===== src/rtl/sc3dh_pkg.sv =====
package sc3dh_pkg;

  localparam int COORD_W      = 12;
  localparam int DIFF_W       = COORD_W + 1;
  localparam int FRAC_BITS    = 31 - COORD_W;
  localparam int CORDIC_W     = 36;
  localparam int ANGLE_W      = 20;
  localparam int CORDIC_STEPS = 16;
  localparam int STEP_W       = $clog2(CORDIC_STEPS);

  localparam int MAX_RADIAL_BINS    = 8;
  localparam int MAX_AZIMUTH_BINS   = 16;
  localparam int MAX_ELEVATION_BINS = 8;
  localparam int STORE_DEPTH        = MAX_RADIAL_BINS * MAX_AZIMUTH_BINS * MAX_ELEVATION_BINS;
  localparam int ADDR_W             = $clog2(STORE_DEPTH);
  localparam int COUNT_W            = 16;
  localparam int TOTAL_W            = 24;
  localparam int FRAC_W             = 17;

  localparam logic [COUNT_W-1:0] COUNT_MAX = '1;
  localparam logic [TOTAL_W-1:0] TOTAL_MAX = '1;

  localparam logic signed [ANGLE_W:0] PI_Q16      = 21'sd205887;
  localparam logic signed [ANGLE_W:0] HALF_PI_Q16 = 21'sd102944;
  localparam logic [23:0]             AZ_SPAN_Q16 = 24'd418328;
  localparam logic [23:0]             EL_SPAN_Q16 = 24'd212441;

  localparam logic [1:0] KIND_ADD   = 2'd0;
  localparam logic [1:0] KIND_READ  = 2'd1;
  localparam logic [1:0] KIND_CLEAR = 2'd2;

  localparam logic [2:0] REG_CENTER_X  = 3'd0;
  localparam logic [2:0] REG_CENTER_Y  = 3'd1;
  localparam logic [2:0] REG_CENTER_Z  = 3'd2;
  localparam logic [2:0] REG_RADIAL    = 3'd3;
  localparam logic [2:0] REG_AZIMUTH   = 3'd4;
  localparam logic [2:0] REG_ELEVATION = 3'd5;
  localparam logic [2:0] REG_RADIUS    = 3'd6;

  // arctangent of 2^-i in Q16 radians
  function automatic logic signed [ANGLE_W-1:0] atan_q16(input logic [STEP_W-1:0] i);
    logic signed [ANGLE_W-1:0] v;
    unique case (i)
      4'd0:  v = 20'sd51472;
      4'd1:  v = 20'sd30386;
      4'd2:  v = 20'sd16055;
      4'd3:  v = 20'sd8150;
      4'd4:  v = 20'sd4091;
      4'd5:  v = 20'sd2047;
      4'd6:  v = 20'sd1024;
      4'd7:  v = 20'sd512;
      4'd8:  v = 20'sd256;
      4'd9:  v = 20'sd128;
      4'd10: v = 20'sd64;
      4'd11: v = 20'sd32;
      4'd12: v = 20'sd16;
      4'd13: v = 20'sd8;
      4'd14: v = 20'sd4;
      default: v = 20'sd2;
    endcase
    return v;
  endfunction

endpackage


===== src/rtl/sc3dh_cordic.sv =====
module sc3dh_cordic import sc3dh_pkg::*; (
  input  logic                       clk,
  input  logic                       rst,
  input  logic                       start,
  input  logic signed [CORDIC_W-1:0] x_in,
  input  logic signed [CORDIC_W-1:0] y_in,
  output logic                       done,
  output logic signed [ANGLE_W-1:0]  angle
);

  logic signed [CORDIC_W-1:0] x, y, ux, uy;
  logic signed [ANGLE_W-1:0]  at;
  logic [STEP_W-1:0]          step;
  logic                       busy;

  always_comb begin
    ux = y >>> step;
    uy = x >>> step;
    at = atan_q16(step);
  end

  always_ff @(posedge clk) begin
    if (rst) begin
      busy <= 1'b0;
      done <= 1'b0;
      step <= '0;
    end else begin
      // pulse on a zero vector at start, or after the last rotation step
      done <= start ? (x_in == '0 && y_in == '0)
                    : (busy && step == STEP_W'(CORDIC_STEPS - 1));
      if (start) begin
        step <= '0;
        if (x_in == '0 && y_in == '0) begin
          // zero vector: angle zero, no rotation
          angle <= '0;
        end else begin
          busy <= 1'b1;
          if (x_in[CORDIC_W-1]) begin
            // left half plane: pre-rotate by a quarter turn
            if (!y_in[CORDIC_W-1]) begin
              x     <= y_in;
              y     <= -x_in;
              angle <= HALF_PI_Q16[ANGLE_W-1:0];
            end else begin
              x     <= -y_in;
              y     <= x_in;
              angle <= -HALF_PI_Q16[ANGLE_W-1:0];
            end
          end else begin
            x     <= x_in;
            y     <= y_in;
            angle <= '0;
          end
        end
      end else if (busy) begin
        if (!y[CORDIC_W-1]) begin
          x     <= x + ux;
          y     <= y - uy;
          angle <= angle + at;
        end else begin
          x     <= x - ux;
          y     <= y + uy;
          angle <= angle - at;
        end
        step <= step + 1'b1;
        if (step == STEP_W'(CORDIC_STEPS - 1)) begin
          busy <= 1'b0;
        end
      end
    end
  end

endmodule

===== config.mk =====
export PLATFORM = sky130hd
export DESIGN_NAME = sc3dh_cordic
export DESIGN_NICKNAME = d
export VERILOG_FILES = /design/src/rtl/sc3dh_pkg.sv /design/src/rtl/sc3dh_cordic.sv
export SDC_FILE = /design/constraint.sdc
export NUM_CORES = 1
export LEC_CHECK = 0
export BUFFER_PORTS_ARGS = -buffer_cell sky130_fd_sc_hd__buf_4
export CAP_MARGIN = 20
export CORE_MARGIN = 3
export CORE_UTILIZATION = 45
export CTS_BUF_LIST = sky130_fd_sc_hd__clkbuf_8
export CTS_CLUSTER_SIZE = 30
export DETAILED_ROUTE_END_ITERATION = 8
export HOLD_SLACK_MARGIN = 0.06
export PLACE_DENSITY = 0.6
export SYNTH_ARGS = -nofsm -noshare
export SYNTH_HDL_FRONTEND = slang
export SYNTH_SLANG_ARGS = --single-unit

===== constraint.sdc =====
create_clock -name clk -period 8.2 [get_ports clk]
set_input_delay 0.41 -clock clk [delete_from_list [all_inputs] [get_ports clk]]
set_output_delay 0.41 -clock clk [all_outputs]
set_load 0.01 [all_outputs]

Word level (Yosys, flattened, before mapping)

Memory sizes are Yosys's and may differ from the RTL's. A register that Yosys moved wholly into a read port is not among the register bits.
Index checks and enable logic that the tools add are counted.

Register bits: 98
RAM bits: 0
Bits in latches: 0
Logic and storage cells: 54
Memory bits (read-only): 256
Bits of input ports: 75
Memories: 1
Output and inout bits: 21

Magnitude comparators: 0
Reductions and logical operators: 8
Bitwise operators: 1
$mul: 0
Muxes and demuxes: 25
Add/sub/neg operators: 9
Equality and inequality tests: 2
Shifts and indexed selects: 2
Div/mod/pow operators: 0

Memories:

| name            | words | width | read ports | clocked after Yosys merged registers in | wr ports | RTL line        | RTL |
|---|---|---|---|---|---|---|---|
| (no name shown) | 16    | 16    | 1          | 1                                       | 0        | sc3dh_pkg.sv:43 | `unique case (i)` |

Operators with widths:

| kind                                                          | number |
|---|---|
| 36-bit two-way mux                                            | 12 |
| 20-bit two-way mux                                            | 6 |
| 36-bit adder                                                  | 2 |
| 36-bit zero test                                              | 2 |
| 36-bit negation                                               | 2 |
| 36-bit by 4-bit >>> shifter with 36-bit output                | 2 |
| 36-bit subtractor                                             | 2 |
| 20-bit adder                                                  | 1 |
| 20-bit subtractor                                             | 1 |
| 4-bit two-way mux                                             | 2 |
| 1-bit two-way mux                                             | 5 |
| 4-bit by 1-bit adder with 4-bit output, second input constant | 1 |
| 4-bit == test, second input constant                          | 1 |
| 3-bit AND reduction                                           | 1 |
| 1-bit logical AND                                             | 2 |
| 2-bit != test, second input constant                          | 1 |
| 2-bit AND reduction                                           | 1 |
| 2-bit nonzero test                                            | 1 |
| 2-bit OR reduction                                            | 1 |
| 1-bit inverter                                                | 1 |

Depth between registers and ports, before layout

Gate-level depths: netlist (run 1).

Word-level depth: 5
Depth in mapped cells: 30
Gate-level depth less buffers: 23

Least setup slack after synthesis (run 1)

No wires, ideal clock.

Path kind: reg2reg
Start: register step[3]
End: register y[35], data pin
Setup time: 0.269 ns
Setup slack: 2.180 ns
Cell stages (with the launch flop): 29
Clock period less this slack: 6.020 ns
Required time: 7.931 ns
Buffers on the path: 9
Arrival time: 5.751 ns
Cell sequence: dfxtp_1 > clkbuf_1 > buf_4 > buf_6 > clkbuf_1 > buf_1 > clkbuf_1 > buf_1 > a21oi_1 > a21oi_1 > ha_1 > and4_1 > clkbuf_1 > nand2_1 > a211oi_1 > nor2_1 > xnor2_1 > ha_1 > clkbuf_1 > a21o_1 > a21o_1 > a21o_1 > a32o_1 > a211oi_1 > o31ai_1 > a311oi_1 > o21ai_0 > xnor2_1 > a21oi_1

Longest elaborated chain between the ends: 5
Elaborated cells between the ends (all ways): 6
Those cells by class: 2 x add/sub; 1 x shift; 3 x mux

Ends and longest elaborated chain:

| what                                              | RTL line                               | RTL |
|---|---|---|
| start: declaration                                | sc3dh_cordic.sv:13                     | `logic [STEP_W-1:0] step;` |
| start signal: assignment                          | sc3dh_cordic.sv:65                     | `step <= step + 1'b1;` |
| 36-bit by 4-bit >>> shifter with 36-bit output *  | sc3dh_cordic.sv:18                     | `uy = x >>> step;` |
| 36-bit subtractor or 36-bit adder (tied branches) | sc3dh_cordic.sv:58, sc3dh_cordic.sv:62 |  |
| 36-bit two-way mux *                              | sc3dh_cordic.sv:56                     | `if (!y[CORDIC_W-1]) begin` |
| 36-bit two-way mux *                              | sc3dh_cordic.sv:55                     | `end else if (busy) begin` |
| 36-bit two-way mux *                              | sc3dh_cordic.sv:31                     | `if (start) begin` |
| end signal: assignment                            | sc3dh_cordic.sv:42                     | `y <= -x_in;` |
| end signal: assignment                            | sc3dh_cordic.sv:58                     | `y <= y - uy;` |
| end signal: assignment                            | sc3dh_cordic.sv:62                     | `y <= y + uy;` |
| end: declaration                                  | sc3dh_cordic.sv:11                     | `logic signed [CORDIC_W-1:0] x, y, ux, uy;` |

Mark *: on every way between the ends. The rest lies on a longest branch, timed or not. The select of a mux whose other input is x is not followed.
A chain may end at the register's enable or synchronous reset.

Worst setup path after layout (run 1)

Start: register step[1]
End: register x[35], data pin

Longest elaborated chain between the ends: 5
Elaborated cells between the ends (all ways): 6
Those cells by class: 2 x add/sub; 1 x shift; 3 x mux

Ends and longest elaborated chain:

| what                                              | RTL line                               | RTL |
|---|---|---|
| 36-bit by 4-bit >>> shifter with 36-bit output *  | sc3dh_cordic.sv:17                     | `ux = y >>> step;` |
| 36-bit adder or 36-bit subtractor (tied branches) | sc3dh_cordic.sv:57, sc3dh_cordic.sv:61 |  |
| 36-bit two-way mux *                              | sc3dh_cordic.sv:56                     |  |
| 36-bit two-way mux *                              | sc3dh_cordic.sv:55                     |  |
| 36-bit two-way mux *                              | sc3dh_cordic.sv:31                     |  |
| end signal: assignment                            | sc3dh_cordic.sv:41                     | `x <= y_in;` |
| end signal: assignment                            | sc3dh_cordic.sv:57                     | `x <= x + ux;` |
| end signal: assignment                            | sc3dh_cordic.sv:61                     | `x <= x - ux;` |
| end: declaration                                  | sc3dh_cordic.sv:11                     |  |

Marked as above.

==> results of run 1 <==
-- routing by layer --
| layer | GRT usage [%] | routed length [um] | vias up |
|---|---|---|---|
| met4 | 5.17 | 636 | 0 |
| met5 | 0 | 0 | - |
| met3 | 5.36 | 5400 | 41 |
| met1 | 43.2 | 26300 | 7747 |
| met2 | 36.6 | 21700 | 717 |
| li1 | - | - | 7749 |
-- logic make-up (layout without fill, tap and decap cells) --
kind of cell / after synthesis / count (layout) / share of synthesized area, %
mux: 159 / 159 / 14.5
flops: 114 / 114 / 19.0
compound gates: 639 / 639 / 24.0
buf+inv: 186 / 207 / 5.02
simple gates: 657 / 657 / 18.8
fa+ha+maj: 105 / 105 / 7.94
xor+xnor: 206 / 206 / 10.7
-- worst reg2reg max path: stages (launching register included) --
cell      delay [ns]
dfxtp_4         0.84
buf_4           0.41
mux4_2          0.55
nand2_1         0.11
o21ai_0         0.13
a21oi_1         0.24
ha_1            0.19
inv_1           0.04
a211oi_1        0.20
nor2b_1         0.46
nand3_1         0.17
nor2_1          0.14
nor2_1          0.06
xor2_1          0.19
ha_1            0.39
nand3_1         0.12
nor2_1          0.14
o311ai_0        0.24
a32oi_1         0.48
a31oi_1         0.23
o21ai_0         0.34
a41oi_1         0.20
o21ai_0         0.25
xnor2_1         0.17
o32ai_1         0.12
-- state kept, by name (all words and copies together) (netlist names) --
signal,count
busy,1
at,16
step,4
done,1
x,36
angle,20
y,36
-- report_power, final --
group / leakage, nW / switching, mW / internal, mW / total, mW
clock network: 0.218 / 0.276 / 0.304 / 0.580
logic: 5.75 / 1.60 / 1.23 / 2.83
registers: 1.06 / 0.200 / 0.793 / 0.993
-- synthesized netlist by cell type (all sizes together), types with 23 or more instances --
master / instances
inv: 60
a211oi: 23
xnor2: 114
nand2: 236
mux2: 36
a31oi: 27
o31ai: 24
clkbuf: 71
ha: 102
mux2i: 62
a21o: 45
xor2: 92
nor2: 144
nand3: 60
edfxtp: 92
mux4: 61
nor3: 49
o21ai: 160
o211ai: 66
a21oi: 180
buf: 54
-- metrics by stage --
step | power (mW) | setup WS (ns) | instances | hold WS, ns | cell area (um^2)
final | 4.41 | 1.52 | 2555 | 0.294 | 18100
after global routing | 4.77 | 0.953 | 2555 | 0.268 | 18100
after CTS | 4.36 | 1.57 | 2555 | 0.240 | 18100
after detailed placement | 3.75 | 1.64 | 2523 | 0.536 | 17700
after global placement | 3.72 | 1.68 | 2523 | 0.530 | 17700
after floorplan | 3.08 | 2.18 | 2066 | 0.488 | 16800
-- path summary, 6_finish.rpt --
check / from / to / slack (ns) / cells after the start
min reg2reg: busy / busy / 0.56 / 2
max: step[1] / x[35] / 1.52 / 24
max reg2reg: step[1] / x[35] / 1.52 / 24
min: rst / at[4] / 0.29 / 3
-- cell type report --
type                            count  area [um^2]
Fill cell                        3580        18700
Multi-Input combinational cell   1766        12800
Sequential cell                   114         3220
Timing Repair Buffer              114          856
Tap cell                          468          586
Clock buffer                       17          234
Inverter                           61          229
Clock inverter                     15          179
==> summary.md, run 1 <==
| Metric | Value |
|---|---|
| Slew headroom | `33.2%` |
| Die H | `199 um` |
| Clk slew on worst S/H paths | `0.08 ns` |
| CTS buffer count | `17` |
| Clk_lat worst skew | `0.46 ns` |
| N_diodes | `0` |
| Outcome | `finished clean` |
| Vias | `16,300` |
| Critical path, cell by cell | `buf_4 -> mux4_2 -> nand2_1 -> o21ai_0 -> a21oi_1 -> ha_1 -> inv_1 -> a211oi_1 -> nor2b_1 -> nand3_1 -> nor2_1 -> nor2_1 -> xor2_1 -> ha_1 -> nand3_1 -> nor2_1 -> o311ai_0 -> a32oi_1 -> a31oi_1 -> o21ai_0 -> a41oi_1 -> o21ai_0 -> xnor2_1 -> o32ai_1` |
| H-tree Lvls | `4` |
| Buf+Inv Stages, Crit Path | `2` |
| Primary FF master, synth | `edfxtp_1` |
| Number of flops mapped to enable cells by yosys | `92` |
| Setup-failing EPs final | `0` |
| Number of global-route vias before repair | `14,500` |
| CP top delay family | `compound AO/OA/AOI/OAI gates` |
| Worst path slowest cell | `dfxtp_4` |
| Worst-case clock buffer depth | `2` |
| Crit path required time | `8.39 ns` |
| Final period util | `81.5%` |
| Final ANT Viol Nets | `0` |
| Total wire length | `54.0 mm` |
| Antenna violations before repair | `0` |
| Initial core utilization | `45.8%` |
| Synth Cell Area | `16,800 um^2` |
| CTS tree | `yes` |
| Commonest non-fill, non-tap cells in the layout | `nand2_1, a21oi_1, o21ai_0, nor2_1` |
| Final hold vios | `0` |
| Clk sink count | `114` |
| Slowest stage delay, CP | `0.84 ns` |
| CTS resizes | `0` |
| Die outline area | `39,800 um^2` |
| Setup Buffers After CTS | `0` |
| Worst setup EP type | `register` |
| Hold crit path type | `in -> reg` |
| Largest net degree at the start of global routing | `108` |
| Post-Synthesis Cells | `2,066` |
| Max_cap viols | `0` |
| Synthesis-to-layout area growth | `7.50%` |
| Synth Register Bits | `114` |
| Area contributors post-synth | `edfxtp_1, ha_1, mux4_2` |
| Hold_buf cts | `0` |
| # nets final | `2,254` |
| Crit path time final | `6.68 ns` |
| Layout Skew | `0.0184 ns` |
| Tot GR Track Use | `26.8%` |
| Fin util | `49.2%` |
| Boundary pin count | `96` |
| RD Place Congestion | `0.958` |
| Syn Nets | `2,246` |
| Worst Path Max Fanout | `45` |
| Clock root buffer | `clkbuf_8` |
| Pwr/cell area | `243 nW/um^2` |
| 1st-iter DRT viols | `1,628` |
| Vias/cell | `6.36` |
| Worst Path Class, Setup | `reg -> reg` |
| Layout cells sized above 1 | `12.4%` |
| Dpl hpwl | `41.4 mm` |
| Setup TNS | `0 ns` |
| DRC violations left | `0` |
| Commonest non-fill, non-tap cell in the layout | `nand2_1` |
| Startpoint types | `register` |
| # rows | `70` |
| I/O Buffers | `95` |
| GR Overflow Total | `0` |
| Peak supply drop | `99.6 uV` |
| Unrepaired setup endpoints after global routing | `no` |
| Drt wl/cell | `21.1 um` |
| Area of the core | `36,800 um^2` |
| Post-synth ARST share | `0%` |
| Seq/Total Area, Yosys | `19.0%` |
| Distinct cells, synth | `86` |
| Leakage | `7.03 nW` |
| Slew Limit Fails | `0` |
| Worst-margin pin slew | `1.00 ns` |
| Critical Path AT | `6.87 ns` |
| Yosys warns | `0` |
| First-pass GRT wire length | `83.1 mm` |
| Syn avg cell area | `8.15 um^2` |
| Die span in x | `199 um` |
| First-pass DRT Iterations | `6` |
| Synth area leader | `edfxtp_1` |
| Max Clk Rate | `0.150 GHz` |
| Post-synth top area share | `16.4%` |
Power figures use the tool's default switching activity.
==> inputs of run 2 (changes only) <==
- ABC_AREA: default -> 1
- clock period: 8.2 -> 7 ns (I/O delays scaled with it)
==> summary.md, run 2 <==
| Metric | Value |
|---|---|
| Crit path time final | `5.63 ns (-1.05 ns)` |
| Final period util | `80.4% (-1.1 points)` |
| Startpoint types | `register` |
| Worst Reg-to-Reg Cells | `27 (+13%)` |
| Commonest non-fill, non-tap cell in the layout | `nand2_1` |
| Critical Path AT | `5.85 ns (-1.02 ns)` |
| Layout Skew | `0.0292 ns (+0.0108 ns)` |
| RD Place Congestion | `0.972 (+1.4%)` |
| Unrepaired setup endpoints after global routing | `no` |
| Max Clk Rate | `0.178 GHz (+19%)` |
| Post-Synthesis Cells | `2,976 (+44%)` |
| Initial core utilization | `45.7% (-0.084 points)` |
| Distinct cells, synth | `53 (-38%)` |
| Synth Register Bits | `114 (unchanged)` |
| Synth Cell Area | `17,700 um^2 (+5.4%)` |
| CTS buffer count | `17 (unchanged)` |
| Max_cap viols | `0 (unchanged)` |
| Drt wl/cell | `21.1 um (about the same)` |
| First-pass GRT wire length | `113 mm (+36%)` |
| Total wire length | `74.4 mm (+38%)` |
| Post-synth top area share | `16.8% (+0.37 points)` |
| Setup-failing EPs final | `0 (unchanged)` |
| Peak supply drop | `300 uV (+200%)` |
| Slew headroom | `26.6% (-6.7 points)` |
| 1st-iter DRT viols | `2,379 (+46%)` |
| Tot GR Track Use | `35.0% (+8.2 points)` |
| # rows | `72 (+2.9%)` |
| Fill cells | `4,275 (+19%)` |
| Worst-margin pin slew | `1.09 ns (+0.0883 ns)` |
| Commonest non-fill, non-tap cells in the layout | `nand2_1, nand3_1, nor2_1, inv_1, o21ai_0` |
| Setup ws final | `1.37 ns (-0.147 ns)` |
| Die span in x | `205 um (+2.6%)` |
| GR Overflow Total | `0 (unchanged)` |
| Worst-case clock buffer depth | `2 (unchanged)` |
| Syn Nets | `3,156 (+41%)` |
| Vias | `20,800 (+28%)` |
| Crit path required time | `7.22 ns (-1.17 ns)` |
| Syn avg cell area | `5.96 um^2 (-27%)` |
| Vias/cell | `5.91 (-7.0%)` |
| Die outline area | `41,800 um^2 (+5.2%)` |
| Worst Path Max Fanout | `70 (+56%)` |
| H-tree Lvls | `4 (unchanged)` |
| Worst setup EP type | `register` |
| Area of the core | `38,800 um^2 (+5.6%)` |
| Clock root buffer | `clkbuf_8` |
| Synth area leader | `nand2_1` |
| Hold path depth | `3 (unchanged)` |
| Primary FF master, synth | `edfxtp_1` |
| Clk slew on worst S/H paths | `0.08 ns (about the same)` |
| Final ANT Viol Nets | `0 (unchanged)` |
| Min-Delay Endpoint | `x[0]` |
| DRC violations left | `0 (unchanged)` |
| Most common cell in the netlist | `nand2_1` |
| Flop2flop setup slack | `1.37 ns (-0.15 ns)` |
| Clk sink count | `114 (unchanged)` |
| Outcome | `finished clean` |
| # nets final | `3,172 (+41%)` |
| I/O Buffers | `95 (unchanged)` |
| Number of flops mapped to enable cells by yosys | `92 (unchanged)` |
| Layout cells sized above 1 | `7.72% (-4.7 points)` |
| Synth cell count leaders | `nand2_1, nand3_1, nor2_1` |
| Hold Path Origin | `y_in[0]` |
| Setup Buffers After CTS | `0 (unchanged)` |
| Hold crit path type | `in -> reg` |
| Setup TNS | `0 ns (unchanged)` |
| Largest regs | `x x36, y x36, angle x20` |
| Final hold vios | `0 (unchanged)` |
| Yosys warns | `0 (unchanged)` |
| Dpl ws | `1.60 ns (-0.0379 ns)` |
| First-pass DRT Iterations | `6 (unchanged)` |
| Seq/Total Area, Yosys | `18.1% (-0.97 points)` |
| Post-synth ARST share | `0% (unchanged)` |
| Worst Path Class, Setup | `reg -> reg` |
| Number of global-route vias before repair | `19,200 (+33%)` |
| Critical R2R Launch | `step[0]` |
| Dpl hpwl | `59.4 mm (+43%)` |
| Antenna violations before repair | `5 (+5)` |
| Leakage | `8.65 nW (+23%)` |
| Fin util | `49.2% (about the same)` |
| Clk_lat worst skew | `0.52 ns (+0.06 ns)` |
| Reg2reg end | `y[29]` |
| Largest net degree at the start of global routing | `82 (-24%)` |
| Slew Limit Fails | `0 (unchanged)` |
| Die H | `205 um (+2.6%)` |
| Boundary pin count | `96 (unchanged)` |
| CTS tree | `yes` |
| Synthesis-to-layout area growth | `7.73%` |
| Area contributors post-synth | `nand2_1, edfxtp_1, nand3_1` |
| Pwr/cell area | `263 nW/um^2 (+8.2%)` |
## run 2: changes by cell type in the layout (fill, tap and decap cells not counted), moves of 28 or more
cell      before  now
a21o_1        45    9
a21oi_1      179  209
inv_1         60  249
mux2_2        36    0
mux2i_1       62    0
mux4_2        49    0
nand2_1      236  793
nand3_1       60  435
nand4_1        9   37
nor2_1       144  304
o211ai_1      66   22
o21ai_0      157  213
xnor2_1      114   57
## run 2: worst max-delay path by stage
| stage | startpoint | end | slack, ns | cells past startpoint |
|---|---|---|---|---|
| floorplan | start | x[0] | 0.29 | 5 |
| global placement | step[0] | y[29] | 1.76 | 27 |
| detailed placement | step[0] | y[29] | 1.60 | 27 |
| CTS | step[0] | y[29] | 1.58 | 27 |
| global route | step[0] | y[29] | 0.99 | 27 |
| finish | step[0] | y[29] | 1.37 | 27 |
## run 2: kinds of logic after synthesis
family,after synthesis,share of synthesized area (%)
XOR/XNOR,146,7.21
buffers and inverters,377,8.76
AND/OR/NAND/NOR,1685,41.2
adder cells (fa/ha/maj),105,7.53
AO/OA/AOI/OAI,549,17.3
flip-flops,114,18.1
## run 2: metrics by stage
step / total power [mW] / cells / cell area (um^2) / hold slack [ns]
floorplan: 3.28 / 2976 / 17700 / 0.419
global placement: 4.24 / 3490 / 18700 / 0.552
detailed placement: 4.24 / 3490 / 18700 / 0.559
CTS: 4.98 / 3523 / 19100 / 0.196
global route: 5.44 / 3523 / 19100 / 0.224
finish: 5.03 / 3524 / 19100 / 0.223
## run 2: per-layer routing
layer | up-vias | GRT usage (%) | share of wire (%)
met2 | 969 | 55.3 | 44
met3 | 137 | 6.04 | 8.6
li1 | 10100 | - | -
met5 | - | 0 | 0.069
met4 | 8 | 13.3 | 4.3
met1 | 9622 | 47.8 | 43
## run 2: where the power goes
group,leakage (nW),total (mW),internal (mW),switching (mW)
sequential,1.07,1.05,0.898,0.149
clock,0.216,0.718,0.363,0.356
combinational,7.36,3.27,1.10,2.17
## run 2: layout make-up
| type | count | area, um^2 | share of cell area, % |
|---|---|---|---|
| clock buffers | 17 | 234 | 1.22 |
| multi-input cells | 2485 | 13000 | 68.0 |
| diodes | 1 | 2.50 | 0.0131 |
| repair buffers | 112 | 843 | 4.41 |
| inverters | 262 | 988 | 5.17 |
| clock inverters | 15 | 199 | 1.04 |
| well taps | 518 | 648 | 3.39 |
| flip-flops and latches | 114 | 3210 | 16.8 |
## run 2: critical path: stages (launching register included)
cell,delay (ns)
dfxtp_2,0.71
inv_4,0.42
nand2_1,0.21
nand3_1,0.11
nand3_1,0.13
nand2_1,0.12
nand2_1,0.08
nand2_1,0.13
inv_1,0.08
ha_1,0.25
inv_1,0.08
nor2_1,0.10
nand2_1,0.12
inv_1,0.12
nand2_1,0.13
o21ai_2,0.17
o21ai_1,0.10
xnor2_1,0.16
ha_1,0.39
nand2_1,0.12
nor2_1,0.16
nand2_1,0.11
o21ai_0,0.53
a21oi_1,0.20
o21ai_0,0.28
nand2_1,0.09
nand2_1,0.07
o21ai_0,0.09
## run 2: what timing repair did
| action | CTS | global route |
|---|---|---|
| hold endpoints to repair | 2 | 0 |
| gates resized for setup | 0 | 0 |
| hold buffers | 1 | 0 |
